--- config.mk ---
export PLATFORM = sky130hd
export DESIGN_NAME = box_fit_guillotine_split_unit_flat
export DESIGN_NICKNAME = d
export VERILOG_FILES = /design/src/design/bfg_pkg.sv /design/src/design/bfg_ifs.sv /design/src/design/bfg_sort3.sv /design/src/design/box_fit_guillotine_split_unit.sv /design/src/flat_wrapper.sv
export SDC_FILE = /design/constraint.sdc
export NUM_CORES = 1
export LEC_CHECK = 0
export BUFFER_PORTS_ARGS = -buffer_cell sky130_fd_sc_hd__clkbuf_2
export CORE_UTILIZATION = 30
export CTS_CLUSTER_SIZE = 24
export DETAILED_ROUTE_END_ITERATION = 8
export GPL_TIMING_DRIVEN = 0
export PLACE_DENSITY = 0.43
export SLEW_MARGIN = 20
export SYNTH_ARGS = -nofsm -noshare
export SYNTH_HDL_FRONTEND = slang
export SYNTH_SLANG_ARGS = --single-unit
--- constraint.sdc ---
create_clock -name clk_i -period 13.2 [get_ports clk_i]
set_input_delay 1.98 -clock clk_i [delete_from_list [all_inputs] [get_ports clk_i]]
set_output_delay 1.98 -clock clk_i [all_outputs]
set_load 0.02 [all_outputs]
--- src/design/bfg_pkg.sv ---
package bfg_pkg;

  localparam int FIELD_W      = 16;
  localparam int LEN_BITS_DEF = 16;
  localparam int AXIS_W       = 2;

  typedef enum logic [AXIS_W-1:0] {
    AXIS_X = 2'd0,
    AXIS_Y = 2'd1,
    AXIS_Z = 2'd2
  } axis_e;

endpackage

--- src/design/bfg_ifs.sv ---
interface bfg_req_if import bfg_pkg::*; ();
  logic               valid;
  logic               ready;
  logic [FIELD_W-1:0] box_len_a;
  logic [FIELD_W-1:0] box_len_b;
  logic [FIELD_W-1:0] box_len_c;
  logic [FIELD_W-1:0] part_len_a;
  logic [FIELD_W-1:0] part_len_b;
  logic [FIELD_W-1:0] part_len_c;

  modport source (
    output valid, box_len_a, box_len_b, box_len_c, part_len_a, part_len_b, part_len_c,
    input  ready
  );
  modport sink (
    input  valid, box_len_a, box_len_b, box_len_c, part_len_a, part_len_b, part_len_c,
    output ready
  );
endinterface

interface bfg_res_if import bfg_pkg::*; ();
  logic               valid;
  logic               ready;
  logic               fits;
  logic               sub_valid;
  logic [AXIS_W-1:0]  cut_axis;
  logic [FIELD_W-1:0] sub_width;
  logic [FIELD_W-1:0] sub_height;
  logic [FIELD_W-1:0] sub_length;
  logic               last_of_run;

  modport source (
    output valid, fits, sub_valid, cut_axis, sub_width, sub_height, sub_length,
           last_of_run,
    input  ready
  );
  modport sink (
    input  valid, fits, sub_valid, cut_axis, sub_width, sub_height, sub_length,
           last_of_run,
    output ready
  );
endinterface

--- src/design/bfg_sort3.sv ---
module bfg_sort3 import bfg_pkg::*; #(
  parameter int W = LEN_BITS_DEF
) (
  input  logic [W-1:0] a_i,
  input  logic [W-1:0] b_i,
  input  logic [W-1:0] c_i,
  output logic [W-1:0] hi_o,
  output logic [W-1:0] mid_o,
  output logic [W-1:0] lo_o
);

  logic [W-1:0] x0, x1, y0, y2, z1, z2;

  always_comb begin
    x0 = (a_i < b_i) ? b_i : a_i;
    x1 = (a_i < b_i) ? a_i : b_i;
    y0 = (x0 < c_i) ? c_i : x0;
    y2 = (x0 < c_i) ? x0 : c_i;
    z1 = (x1 < y2) ? y2 : x1;
    z2 = (x1 < y2) ? x1 : y2;
  end

  assign hi_o  = y0;
  assign mid_o = z1;
  assign lo_o  = z2;

endmodule

--- src/design/box_fit_guillotine_split_unit.sv ---
// Guillotine split unit: each request carries a free box and an item, both as three side
// lengths. The unit sorts both triples, checks the fit and, on a fit, returns the leftover
// sub-boxes along x, y and z (a sub-box with zero leftover on its own axis is dropped).
// A request gives one to three results, one per cycle while res_o.ready is high, with
// last_of_run on the final one; a miss or a fit without leftover gives a single result
// with sub_valid low. The pipeline has three register stages (sort, fit and leftover,
// cut choice into the output hold stage). The single result channel sets the rate: a
// request holds the output hold stage until its last result is taken, while the stages
// ahead of it keep accepting requests until they fill.
module box_fit_guillotine_split_unit import bfg_pkg::*; #(
  parameter int LEN_BITS = LEN_BITS_DEF
) (
  input  logic     clk_i,
  input  logic     rst_ni,
  bfg_req_if.sink  req_i,
  bfg_res_if.source res_o
);

  // Sort stage.
  logic [LEN_BITS-1:0] bs_hi, bs_mid, bs_lo, ps_hi, ps_mid, ps_lo;
  logic                v1_q;
  logic [LEN_BITS-1:0] b1_q [3];
  logic [LEN_BITS-1:0] p1_q [3];

  // Fit and leftover stage.
  logic                v2_q, fit2_q;
  logic [LEN_BITS-1:0] b2_q [3];
  logic [LEN_BITS-1:0] p2_q [3];
  logic [LEN_BITS-1:0] lf2_q [3];
  logic                fit_d;

  // Output hold stage.
  logic                hv_q, fit_q;
  logic [2:0]          pend_q, pend_d, keep_d, low_bit;
  logic [LEN_BITS-1:0] ext_q [3][3];
  logic [LEN_BITS-1:0] ext_d [3][3];
  logic [5:0]          sel;

  logic hold_take, r1, r2, last_res;
  axis_e axis;

  bfg_sort3 #(.W(LEN_BITS)) u_sort_box (
    .a_i  (LEN_BITS'(req_i.box_len_a)),
    .b_i  (LEN_BITS'(req_i.box_len_b)),
    .c_i  (LEN_BITS'(req_i.box_len_c)),
    .hi_o (bs_hi),
    .mid_o(bs_mid),
    .lo_o (bs_lo)
  );

  bfg_sort3 #(.W(LEN_BITS)) u_sort_part (
    .a_i  (LEN_BITS'(req_i.part_len_a)),
    .b_i  (LEN_BITS'(req_i.part_len_b)),
    .c_i  (LEN_BITS'(req_i.part_len_c)),
    .hi_o (ps_hi),
    .mid_o(ps_mid),
    .lo_o (ps_lo)
  );

  assign low_bit   = pend_q & (~pend_q + 3'd1);
  assign last_res  = ((pend_q & (pend_q - 3'd1)) == 3'd0);
  assign hold_take = !hv_q || (res_o.ready && last_res);
  assign r2        = !v2_q || hold_take;
  assign r1        = !v1_q || r2;
  assign req_i.ready = r1;

  always_ff @(posedge clk_i or negedge rst_ni) begin
    if (!rst_ni) begin
      v1_q <= 1'b0;
      v2_q <= 1'b0;
      hv_q <= 1'b0;
      pend_q <= 3'b000;
    end else begin
      if (r1) v1_q <= req_i.valid;
      if (r2) v2_q <= v1_q;
      if (hold_take) begin
        hv_q <= v2_q;
        pend_q <= pend_d;
      end else if (res_o.ready) begin
        pend_q <= pend_q & ~low_bit;
      end
    end
  end

  always_ff @(posedge clk_i) begin
    if (r1 && req_i.valid) begin
      b1_q[0] <= bs_hi;
      b1_q[1] <= bs_mid;
      b1_q[2] <= bs_lo;
      p1_q[0] <= ps_hi;
      p1_q[1] <= ps_mid;
      p1_q[2] <= ps_lo;
    end
    if (r2 && v1_q) begin
      fit2_q <= fit_d;
      b2_q   <= b1_q;
      p2_q   <= p1_q;
      for (int i = 0; i < 3; i++) lf2_q[i] <= b1_q[i] - p1_q[i];
    end
    if (hold_take && v2_q) begin
      fit_q <= fit2_q;
      ext_q <= ext_d;
    end
  end

  assign fit_d = (p1_q[0] <= b1_q[0]) && (p1_q[1] <= b1_q[1]) && (p1_q[2] <= b1_q[2]);

  // Cut choice. Select bits, high to low: x.height, x.length, y.width, y.length,
  // z.width, z.height; a one takes the box side, a zero the item side.
  always_comb begin
    logic [LEN_BITS-1:0] w, h, l;
    w = lf2_q[0];
    h = lf2_q[1];
    l = lf2_q[2];
    if (l >= w && w >= h)      sel = 6'b011100;
    else if (l >= h && h >= w) sel = 6'b110100;
    else if (w >= h && h >= l) sel = 6'b001011;
    else if (w >= l && l >= h) sel = 6'b001110;
    else if (h >= w && w >= l) sel = 6'b100011;
    else                       sel = 6'b110001;

    ext_d[0][0] = w;
    ext_d[0][1] = sel[5] ? b2_q[1] : p2_q[1];
    ext_d[0][2] = sel[4] ? b2_q[2] : p2_q[2];
    ext_d[1][0] = sel[3] ? b2_q[0] : p2_q[0];
    ext_d[1][1] = h;
    ext_d[1][2] = sel[2] ? b2_q[2] : p2_q[2];
    ext_d[2][0] = sel[1] ? b2_q[0] : p2_q[0];
    ext_d[2][1] = sel[0] ? b2_q[1] : p2_q[1];
    ext_d[2][2] = l;

    keep_d = {l != '0, h != '0, w != '0};
    pend_d = (v2_q && fit2_q) ? keep_d : 3'b000;
  end

  always_comb begin
    if (pend_q[0])      axis = AXIS_X;
    else if (pend_q[1]) axis = AXIS_Y;
    else                axis = AXIS_Z;
  end

  assign res_o.valid       = hv_q;
  assign res_o.fits        = fit_q;
  assign res_o.sub_valid   = (pend_q != 3'b000);
  assign res_o.last_of_run = last_res;

  always_comb begin
    if (pend_q == 3'b000) begin
      res_o.cut_axis   = AXIS_X;
      res_o.sub_width  = '0;
      res_o.sub_height = '0;
      res_o.sub_length = '0;
    end else begin
      res_o.cut_axis   = axis;
      res_o.sub_width  = FIELD_W'(ext_q[axis][0]);
      res_o.sub_height = FIELD_W'(ext_q[axis][1]);
      res_o.sub_length = FIELD_W'(ext_q[axis][2]);
    end
  end

endmodule

--- src/flat_wrapper.sv ---
// flat-port wrapper written by rule: the top's interface ports become plain ports
module box_fit_guillotine_split_unit_flat import bfg_pkg::*;
#(
  parameter int LEN_BITS = LEN_BITS_DEF
)
  (clk_i, rst_ni, req_i_valid, req_i_box_len_a, req_i_box_len_b, req_i_box_len_c, req_i_part_len_a, req_i_part_len_b, req_i_part_len_c, req_i_ready, res_o_valid, res_o_fits, res_o_sub_valid, res_o_cut_axis, res_o_sub_width, res_o_sub_height, res_o_sub_length, res_o_last_of_run, res_o_ready);
  bfg_req_if req_i_i ();
  bfg_res_if res_o_i ();
  input  logic clk_i;
  input  logic rst_ni;
  input wire logic [$bits(req_i_i.valid)-1:0] req_i_valid;
  input wire logic [$bits(req_i_i.box_len_a)-1:0] req_i_box_len_a;
  input wire logic [$bits(req_i_i.box_len_b)-1:0] req_i_box_len_b;
  input wire logic [$bits(req_i_i.box_len_c)-1:0] req_i_box_len_c;
  input wire logic [$bits(req_i_i.part_len_a)-1:0] req_i_part_len_a;
  input wire logic [$bits(req_i_i.part_len_b)-1:0] req_i_part_len_b;
  input wire logic [$bits(req_i_i.part_len_c)-1:0] req_i_part_len_c;
  output wire logic [$bits(req_i_i.ready)-1:0] req_i_ready;
  output wire logic [$bits(res_o_i.valid)-1:0] res_o_valid;
  output wire logic [$bits(res_o_i.fits)-1:0] res_o_fits;
  output wire logic [$bits(res_o_i.sub_valid)-1:0] res_o_sub_valid;
  output wire logic [$bits(res_o_i.cut_axis)-1:0] res_o_cut_axis;
  output wire logic [$bits(res_o_i.sub_width)-1:0] res_o_sub_width;
  output wire logic [$bits(res_o_i.sub_height)-1:0] res_o_sub_height;
  output wire logic [$bits(res_o_i.sub_length)-1:0] res_o_sub_length;
  output wire logic [$bits(res_o_i.last_of_run)-1:0] res_o_last_of_run;
  input wire logic [$bits(res_o_i.ready)-1:0] res_o_ready;
  assign req_i_i.valid = req_i_valid;
  assign req_i_i.box_len_a = req_i_box_len_a;
  assign req_i_i.box_len_b = req_i_box_len_b;
  assign req_i_i.box_len_c = req_i_box_len_c;
  assign req_i_i.part_len_a = req_i_part_len_a;
  assign req_i_i.part_len_b = req_i_part_len_b;
  assign req_i_i.part_len_c = req_i_part_len_c;
  assign req_i_ready = req_i_i.ready;
  assign res_o_valid = res_o_i.valid;
  assign res_o_fits = res_o_i.fits;
  assign res_o_sub_valid = res_o_i.sub_valid;
  assign res_o_cut_axis = res_o_i.cut_axis;
  assign res_o_sub_width = res_o_i.sub_width;
  assign res_o_sub_height = res_o_i.sub_height;
  assign res_o_sub_length = res_o_i.sub_length;
  assign res_o_last_of_run = res_o_i.last_of_run;
  assign res_o_i.ready = res_o_ready;
  box_fit_guillotine_split_unit #(.LEN_BITS(LEN_BITS)) u_core (.clk_i(clk_i), .rst_ni(rst_ni), .req_i(req_i_i), .res_o(res_o_i));
endmodule
Yosys cells after proc, flatten, opt, wreduce, memory -nomap -nowiden
Memory sizes are Yosys's and may differ from the RTL's.
Index checks and enable logic that the tools add are counted.
{"block": "word_totals", "in_bits": 100, "elab_cells": 117, "mem_count": 1, "reg_bits": 344, "ramBits": 48}
{"memory": "u_core.lf2_q", "words": 3, "width": 16, "rd": 3, "rd_clocked_by_memory_dff": 0, "write_ports": 3, "line_no": "box_fit_guillotine_split_unit.sv:29", "source": "logic [LEN_BITS-1:0] lf2_q [3];"}
{"block": "op_classes", "addsub": 5, "mux": 37, "n_bitwise": 6, "n_lt_le_gt_ge": 16, "n_reduce_logical": 25}
{"cell": "$mux W16", "count": 21}
{"cell": "$bmux W48 S2", "count": 1}
{"cell": "$ge A16 B16 Y1", "count": 6}
{"cell": "$lt A16 B16 Y1", "count": 6}
{"cell": "$mux W48", "count": 2}
{"cell": "$le A16 B16 Y1", "count": 3}
{"cell": "$reduce_bool A16 Y1", "count": 3}
{"cell": "$sub A16 B16 Y16", "count": 3}
{"cell": "$mux W6", "count": 4}
{"cell": "$logic_and A1 B1 Y1", "count": 12}
{"cell": "$and A3 B3 Y3", "count": 3}
{"cell": "$mux W3", "count": 3}
{"cell": "$logic_not A3 Y1", "count": 2}
{"cell": "$mux W2", "count": 3}
{"cell": "$not A3 Y3", "count": 2}
{"cell": "$mux W5", "count": 1}
{"cell": "$add A3 B1 Y3 const B", "count": 1}
{"cell": "$ge A3 B3 Y1 const B", "count": 1}
{"cell": "$logic_not A1 Y1", "count": 3}
{"cell": "$logic_or A1 B1 Y1", "count": 3}
{"cell": "$not A2 Y3", "count": 1}
{"cell": "$reduce_bool A3 Y1", "count": 1}
{"cell": "$sub A3 B1 Y3 const B", "count": 1}
{"cell": "$mux W1", "count": 2}
{"cell": "$reduce_bool A2 Y1", "count": 1}

Logic depth before layout (Yosys ltp)
Gate-level depths: netlist (run 1).
{"block": "depth", "word_depth": 9, "ltp_mapped": 33, "depth_no_buf": 29}

Hierarchy
From an unflattened synthesis (run 1), not the netlist that was laid out.
{"block": "hier_totals", "hier_cells": 1941, "hier_area_um2": 22431.5}
{"module": "box_fit_guillotine_split_unit", "area_per_inst_um2": 18063.6, "cells_each": 1239, "instances": 1, "seq_area_each_um2": 11741.3}
{"module": "bfg_sort3 (u_core.u_sort_part)", "area_per_inst_um2": 2190.9, "cells_each": 351, "instances": 1, "seq_area_each_um2": 0.0}
{"module": "bfg_sort3 (u_core.u_sort_box)", "area_per_inst_um2": 2177.1, "cells_each": 351, "instances": 1, "seq_area_each_um2": 0.0}

Least setup slack after synthesis (run 1)
OpenSTA, ideal clock, no wires.
{"block": "synth_timing", "kind": "input -> register", "start": "input port res_o_ready", "end": "register u_core.ext_q[0] (netlist name) (enable)", "path_stages": 2, "setup_time_ns": 0.667, "n_path_buf": 0, "setup_slack_ns": 4.013, "arrival_time_ns": 8.520, "required_ns": 12.533, "path_cell_list": "a21boi_0 nor2b_1"}
{"block": "synth_via", "elab_chain_cells": 3}
{"item": "start: declaration", "line_no": "flat_wrapper.sv:27", "source": "input wire logic [$bits(res_o_i.ready)-1:0] res_o_ready;"}
{"item": "$logic_and A1 B1 Y1", "line_no": "box_fit_guillotine_split_unit.sv:62", "source": "assign hold_take = !hv_q || (res_o.ready && last_res);"}
{"item": "$logic_or A1 B1 Y1", "line_no": "box_fit_guillotine_split_unit.sv:62"}
{"item": "$logic_and A1 B1 Y1", "line_no": "box_fit_guillotine_split_unit.sv:100", "source": "if (hold_take && v2_q) begin"}
{"item": "end signal: assignment", "line_no": "box_fit_guillotine_split_unit.sv:102", "source": "ext_q <= ext_d;"}
{"item": "end: declaration", "line_no": "box_fit_guillotine_split_unit.sv:35", "source": "logic [LEN_BITS-1:0] ext_q [3][3];"}
Every way passes these cells.
A chain may end at the register's enable or synchronous reset.

Worst setup path in the final report (run 1)
{"block": "layout_timing", "start": "input port req_i_box_len_b[7]", "end": "register u_core.b1_q[9] (netlist name) (data pin)"}
{"block": "layout_via", "elab_chain_cells": 6, "elab_cells_between_ends": 7, "classes_between": "order compare: 3; mux: 4"}
{"item": "start: declaration", "line_no": "flat_wrapper.sv:13", "source": "input wire logic [$bits(req_i_i.box_len_b)-1:0] req_i_box_len_b;"}
{"item": "$lt A16 B16 Y1", "line_no": "bfg_sort3.sv:15, bfg_sort3.sv:16"}
{"item": "$mux W16", "line_no": "bfg_sort3.sv:15", "source": "x0 = (a_i < b_i) ? b_i : a_i;"}
{"item": "$lt A16 B16 Y1", "line_no": "bfg_sort3.sv:18", "source": "y2 = (x0 < c_i) ? x0 : c_i;"}
{"item": "$mux W16", "line_no": "bfg_sort3.sv:18"}
{"item": "$lt A16 B16 Y1", "line_no": "bfg_sort3.sv:20", "source": "z2 = (x1 < y2) ? x1 : y2;"}
{"item": "$mux W16 *", "line_no": "bfg_sort3.sv:20"}
{"item": "via u_core.bs_lo[9]", "line_no": "box_fit_guillotine_split_unit.sv:20", "source": "logic [LEN_BITS-1:0] bs_hi, bs_mid, bs_lo, ps_hi, ps_mid, ps_lo;"}
{"item": "end: declaration", "line_no": "box_fit_guillotine_split_unit.sv:22", "source": "logic [LEN_BITS-1:0] b1_q [3];"}
The timed path passes the listed nets; every way through them passes the cells marked *.

==> impl_metrics.csv, run 1 <==
group,metric,value,unit
run_status,status,"finished, final reports clean",
critical_path,endpoint_kind,"flop",
placement,place_hpwl,55800,µm
grt,grt_pass1_wl,99600,µm
min_path,min_path_type,"flop to flop",
clock_tree,clk_latency,0.58,ns
sta,finClkSkew,0.0308,ns
sta,fin_setup_tns,0,ns
routing,routed.top_layer,"met5",
critical_path,cp_data_required_time,13.47,ns
sta,worst_pin_slew,0.942,ns
cells_and_area,final_common_cell,"edfxtp_1",
cells_and_area,drive_gt1_frac,0.164,
power,switching_share,0.399,
routing,drtIter0Drc,965,
critical_path,critPathLaunchType,"primary input",
sta,setup_ws,3.57,ns
floorplanning,dieArea,0.0736,mm²
clock_tree,clkSlewWorstSetupHoldPaths,0.06,ns
clock_tree,cts_sinks,392,
placement,place_ws,2.98,ns
power,p_total,6.87,mW
power,peakVddDrop,121,µV
floorplanning,ios,155,
logic_synthesis,ys.flop_type,"edfxtp_1",
cells_and_area,fill_cells,7117,
logic_synthesis,netlist_area,0.0218,mm²
clock_tree,htreeDepth,2,
power,p_per_area,271,mW/mm²
placement,gp_congestion,0.867,
logic_synthesis,syn_area_per_cell,11.9,µm²
cells_and_area,layout_common_cells,"edfxtp_1, inv_1, ha_1",
logic_synthesis,synthCells,1834,
sta,fmax,104,MHz
power,switching_power,2.74,mW
grt,antenna_found_initial,3,
logic_synthesis,ys_seq_elements,392,
sta,drv_slew,0,
routing,dr.pass1.iters,5,
routing,drt-met1-wl,32400,µm
clock_tree,root_buffer,"clkbuf_16",
logic_synthesis,synth_cell_types,58,
grt,grt_overflow,0,
power,clkPwrFrac,0.182,
routing,viasPerCell,4.87,
critical_path,cp_slowest_stage_delay,0.62,ns
routing,wl_met2,32100,µm
routing,wl_per_cell,22.8,µm
sta,rsz0062_at_grt,"false",
power,power_frac_comb,0.442,
floorplanning,start_util,0.304,
routing,routed-wl-met3,2300,µm
critical_path,cp_max_fo,10,
power,p_seq_frac,0.376,
min_path,hold_depth,0,
run,cap_violations,0,
power,p_int,4.13,mW
sta,whs,0.451,ns
routing,ant_nets,0,
critical_path,reg2reg_depth,12,
routing,drc,0,
clock_tree,cts-resized-gates,0,
cells_and_area,layout.nets,2331,
sta,min_period,9.63,ns
floorplanning,die_h,271,µm
placement,numPortBuffers,154,
logic_synthesis,ys_seq_area_frac,0.539,
sta,hold_viol,0,
grt,grt_pass1_vias,14700,
critical_path,cpMaxStageDelayCell,"a21oi_1",
sta,finalCritPeriodShare,0.730,
floorplanning,core_region_area,0.0716,mm²
critical_path,path_class,"primary input to flop",
power,cellLeakagePower,10.6,nW
clock_tree,hold_buffers,0,
logic_synthesis,ys_warn_count,0,
logic_synthesis,synth_nets,2123,
logic_synthesis,async_flop_share,0.0153,
critical_path,arrival,9.90,ns
clock_tree,numCtsBuffers,43,
sta,setup_viol,0,
floorplanning,rows,98,
logic_synthesis,synth_edf_count,386,
clock_tree,cts_buffer_depth,3,
clock_tree,tritoncts,"done",
grt,grt_max_degree,55,
clock_tree,post_cts_buffers,0,
critical_path,path_common_cell,"a21o_1",
floorplanning,die_w,271,µm
cells_and_area,syn2layout_area_growth,16.6,%
routing,via_count,14700,
sta,slew_headroom,0.372,
grt,track_usage,0.186,
routing,wirelength,69100,µm
-- layer usage --
layer | track usage | vias up
met5 | 0 | -
met4 | 0.0648 | 2
met1 | 0.252 | 7131
met3 | 0.0239 | 86
met2 | 0.304 | 319
li1 | - | 7194
-- per-stage QoR --
step | instance area [µm²] | util | std cells
after global placement | 23700 | 0.331 | 2938
after CTS | 25400 | 0.354 | 3025
after floorplan | 21800 | - | 1834
after global routing | 25400 | 0.354 | 3025
final | 25400 | 0.355 | 3026
after detailed placement | 24000 | 0.334 | 2947
-- worst paths after layout --
path / startpoint / end / slack [ns]
hold reg to reg: u_core.p1_q[7]$_DFFE_PP_ / u_core.p2_q[7]$_DFFE_PP_ / 0.45
max in group asynchronous: rst_ni / u_core.v1_q$_DFFE_PN0N_ / 11.81
hold / removal: u_core.p1_q[7]$_DFFE_PP_ / u_core.p2_q[7]$_DFFE_PP_ / 0.45
setup reg to reg: u_core.lf2_q[0][9]$_DFFE_PP_ / u_core.ext_q[42]$_DFFE_PP_ / 8.98
min in group asynchronous: rst_ni / u_core.pend_q[2]$_DFFE_PN0P_ / 1.23
setup / recovery: req_i_box_len_b[7] / u_core.b1_q[9]$_DFFE_PP_ / 3.57
-- power groups by stage --
stage	Combinational (mW)	Sequential (mW)	Clock (mW)
floorplan	2.05	2.43	0
global placement	2.96	2.72	0
detailed placement	3.05	2.62	0
CTS	3.08	2.59	1.28
global route	3.34	2.63	1.32
finish	3.03	2.58	1.25
-- critical path: cells and delay by family --
family	cells	cell delay (ns)
adders and majority gates	3	0.98
muxes	1	0.46
AOI/OAI and AO/OA	17	4.64
and+or+nand+nor	3	0.58
buffers and inverters	7	1.20
-- sequential cells by signal (all words and copies together), names as in the netlist --
| signal | count |
|---|---|
| u_core.v2_q | 1 |
| u_core.fit2_q | 1 |
| u_core.b1_q | 48 |
| u_core.res_o.fits | 1 |
| u_core.p2_q | 48 |
| u_core.b2_q | 48 |
| u_core.lf2_q | 48 |
| u_core.res_o.valid | 1 |
| u_core.ext_q | 144 |
| u_core.v1_q | 1 |
| u_core.p1_q | 48 |
| u_core.pend_q | 3 |
-- layout make-up --
type,count,area [µm²],share of cell area
Sequential cell,392,11700,0.462
Multi-Input combinational cell,1183,9050,0.357
Tap cell,950,1190,0.0468
Clock buffer,55,1120,0.0442
Timing Repair Buffer,163,983,0.0387
Inverter,201,754,0.0297
Clock inverter,23,312,0.0123
Buffer,58,233,0.00917
Antenna cell,1,2.50,0.0000986
-- synth_stat cells (all sizes together), types with 3 or more instances --
| cell | instances | area (µm²) |
|---|---|---|
| buf | 13 | 63.8 |
| ha | 186 | 2330 |
| o31ai | 3 | 22.5 |
| and3 | 6 | 37.5 |
| nand2b | 13 | 81.3 |
| nand3 | 17 | 85.1 |
| fa | 3 | 60.1 |
| o21a | 11 | 82.6 |
| and4 | 5 | 43.8 |
| a211oi | 10 | 75.1 |
| clkbuf | 45 | 169 |
| dfrtp | 6 | 150 |
| nor2b | 17 | 106 |
| mux2 | 97 | 1090 |
| edfxtp | 386 | 11600 |
| a211o | 4 | 35.0 |
| nor4 | 17 | 106 |
| a2111oi | 3 | 26.3 |
| nand2 | 144 | 541 |
| nand4 | 27 | 169 |
| nor2 | 69 | 259 |
| o21bai | 3 | 22.5 |
| a21oi | 83 | 419 |
| nor3 | 10 | 50.1 |
| o21ai | 146 | 731 |
| or3 | 5 | 31.3 |
| or2 | 8 | 50.1 |
| inv | 201 | 754 |
| a221o | 4 | 40.0 |
| o211ai | 8 | 60.1 |
| mux2i | 113 | 1130 |
| xnor2 | 25 | 219 |
| xor2 | 8 | 70.1 |
| and2 | 8 | 52.6 |
| a21boi | 11 | 82.6 |
| a21o | 51 | 383 |
| a22oi | 49 | 368 |
| nor3b | 3 | 22.5 |
-- cell families after synthesis --
logic type | share of synthesized area
flops | 0.539
fa+ha+maj | 0.110
mux | 0.102
xor+xnor | 0.0133
buf+inv | 0.0454
compound gates | 0.115
simple gates | 0.0751
Note: power is estimated with default switching activity, not from simulation.
==> run 2, diff against run 1 <==
- PLACE_DENSITY: 0.43 -> 0.45
- clock period: 13.2 -> 8.4 ns (I/O delays scaled with it)
==> impl_metrics.csv, run 2 (synthesized netlist as in run 1, its figures left out) <==
group,metric,value,unit
power,p_per_area,420,mW/mm²
clock_tree,cts_buffer_depth,3,
run_status,status,"finished, final reports clean",
min_path,min-delay-start,"u_core.p1_q[9]$_DFFE_PP_",
cells_and_area,final_common_cell,"edfxtp_1",
placement,place_hpwl,55200,µm
critical_path,cpMaxStageDelayCell,"o21ai_0",
run,cap_violations,0,
sta,worst_pin_slew,0.935,ns
critical_path,cp_data_required_time,8.77,ns
sta,drv_slew,0,
sta,hold_viol,0,
grt,grt_overflow,0,
clock_tree,numCtsBuffers,44,
clock_tree,clk_latency,0.58,ns
critical_path,startpoint,"req_i_box_len_b[7]",
critical_path,arrival,8.37,ns
critical_path,cp_slowest_stage_delay,0.46,ns
grt,grt_pass1_wl,99300,µm
power,cellLeakagePower,10.6,nW
floorplanning,dieArea,0.0736,mm²
placement,dp.cells,2948,
routing,drtIter0Drc,802,
clock_tree,cts_sinks,392,
routing,via_count,14800,
routing,drc,0,
clock_tree,root_buffer,"clkbuf_16",
min_path,min_path_type,"flop to flop",
cells_and_area,layout_common_cells,"edfxtp_1, inv_1, ha_1",
sta,slew_headroom,0.376,
sta,finalCritPeriodShare,0.952,
cells_and_area,final_util,0.355,
sta,setup_viol,0,
sta,min_period,8.00,ns
floorplanning,core_region_area,0.0716,mm²
sta,whs,0.449,ns
sta,setup_ws,0.403,ns
cells_and_area,max_flop_register,"u_core.ext_q",
floorplanning,die_h,271,µm
grt,grt_pass1_vias,14900,
placement,place_ws,-1.17,ns
grt,track_usage,0.184,
floorplanning,rows,98,
cells_and_area,fin_cells,3029,
cells_and_area,diodes,0,
critical_path,critPathLaunchType,"primary input",
routing,viasPerCell,4.90,
clock_tree,tritoncts,"done",
routing,dr.pass1.iters,5,
critical_path,path_class,"primary input to flop",
cells_and_area,largest_reg_flops,144,
floorplanning,die_w,271,µm
floorplanning,start_util,0.304,
critical_path,reg2reg_depth,11,
cells_and_area,drive_gt1_frac,0.175,
routing,ant_nets,0,
sta,finClkSkew,0.0277,ns
sta,fmax,125,MHz
min_path,hold_depth,0,
critical_path,r2r-start,"u_core.lf2_q[0][10]$_DFFE_PP_",
power,peakVddDrop,170,µV
routing,wl_per_cell,22.5,µm
grt,antenna_found_initial,2,
clock_tree,htreeDepth,2,
placement,numPortBuffers,154,
grt,grt_max_degree,57,
floorplanning,ios,155,
critical_path,path_common_cell,"a21o_1",
placement,gp_congestion,0.850,
critical_path,endpoint_kind,"flop",
routing,wirelength,68100,µm
cells_and_area,syn2layout_area_growth,16.9,%
cells_and_area,layout.nets,2334,
clock_tree,clkSlewWorstSetupHoldPaths,0.06,ns
critical_path,cp_max_fo,10,
[run 2: cell types whose count changed in the layout (fill, tap and decap cells not counted), moves of 5 or more]
cell | previous run | this run
mux2i_1 | 113 | 104
clkbuf_2 | 154 | 162
o21ai_0 | 144 | 134
clkbuf_1 | 57 | 52
mux2i_2 | 0 | 9
o21ai_1 | 2 | 9
[run 2: stage by stage]
step	setup TNS, ns	total power, mW	cell area [µm²]
2_1_floorplan	0	7.02	21800
3_3_place_gp	-39.15	8.85	23700
3_5_place_dp	-39.07	8.90	24000
4_1_cts	0	10.8	25400
5_1_grt	-0.0159	11.4	25500
6_report	0	10.7	25500
[run 2: power breakdown]
part | leakage, nW | total [mW] | switching [mW] | internal, mW
Clock | 0.659 | 1.86 | 0.792 | 1.07
Sequential | 3.77 | 4.06 | 0.613 | 3.45
Combinational | 6.16 | 4.78 | 2.88 | 1.90
Total | 10.6 | 10.7 | 4.28 | 6.41
[run 2: metal layers]
layer / vias up / GRT usage / share of wire
met4: 0 / 0.0529 / 0.027
li1: 7208 / - / -
met5: - / 0 / 0
met3: 75 / 0.0223 / 0.034
met2: 308 / 0.312 / 0.48
met1: 7242 / 0.245 / 0.46
[run 2: final cells by class]
| cell class | count | area, µm² |
|---|---|---|
| buffer | 58 | 245 |
| clock buffer | 56 | 1150 |
| clock inverter | 24 | 236 |
| fill | 7135 | 46200 |
| inverter | 201 | 754 |
| multi-input combinational | 1183 | 9110 |
| sequential | 392 | 11700 |
| tap | 950 | 1190 |
| timing repair buffer | 165 | 1030 |
[run 2: worst max-delay path, delay by kind of cell]
family	cells	cell delay (ns)
AO/OA/AOI/OAI	14	3.03
adder cells (fa/ha/maj)	3	0.99
AND/OR/NAND/NOR	4	1.01
multiplexers	2	0.80
buffers and inverters	7	1.25
[run 2: what timing repair did]
item | 4_1_cts | 5_1_grt
hold buffers | 0 | 0
gates cloned | 0 | 0
setup buffers | 1 | 0
gates resized for setup | 9 | 29
endpoints found under the setup margin | 42 | 56
hold endpoints to repair | 0 | 0
pin swaps | 1 | 0
[run 2: worst paths after layout]
kind,to,slack (ns)
max,u_core.b1_q[1]$_DFFE_PP_,0.40
max reg2reg,u_core.ext_q[29]$_DFFE_PP_,4.15
max in group asynchronous,u_core.v1_q$_DFFE_PN0N_,7.73
min in group asynchronous,u_core.res_o.valid$_DFFE_PN0P_,0.51
min,u_core.p2_q[9]$_DFFE_PP_,0.45
min reg2reg,u_core.p2_q[9]$_DFFE_PP_,0.45
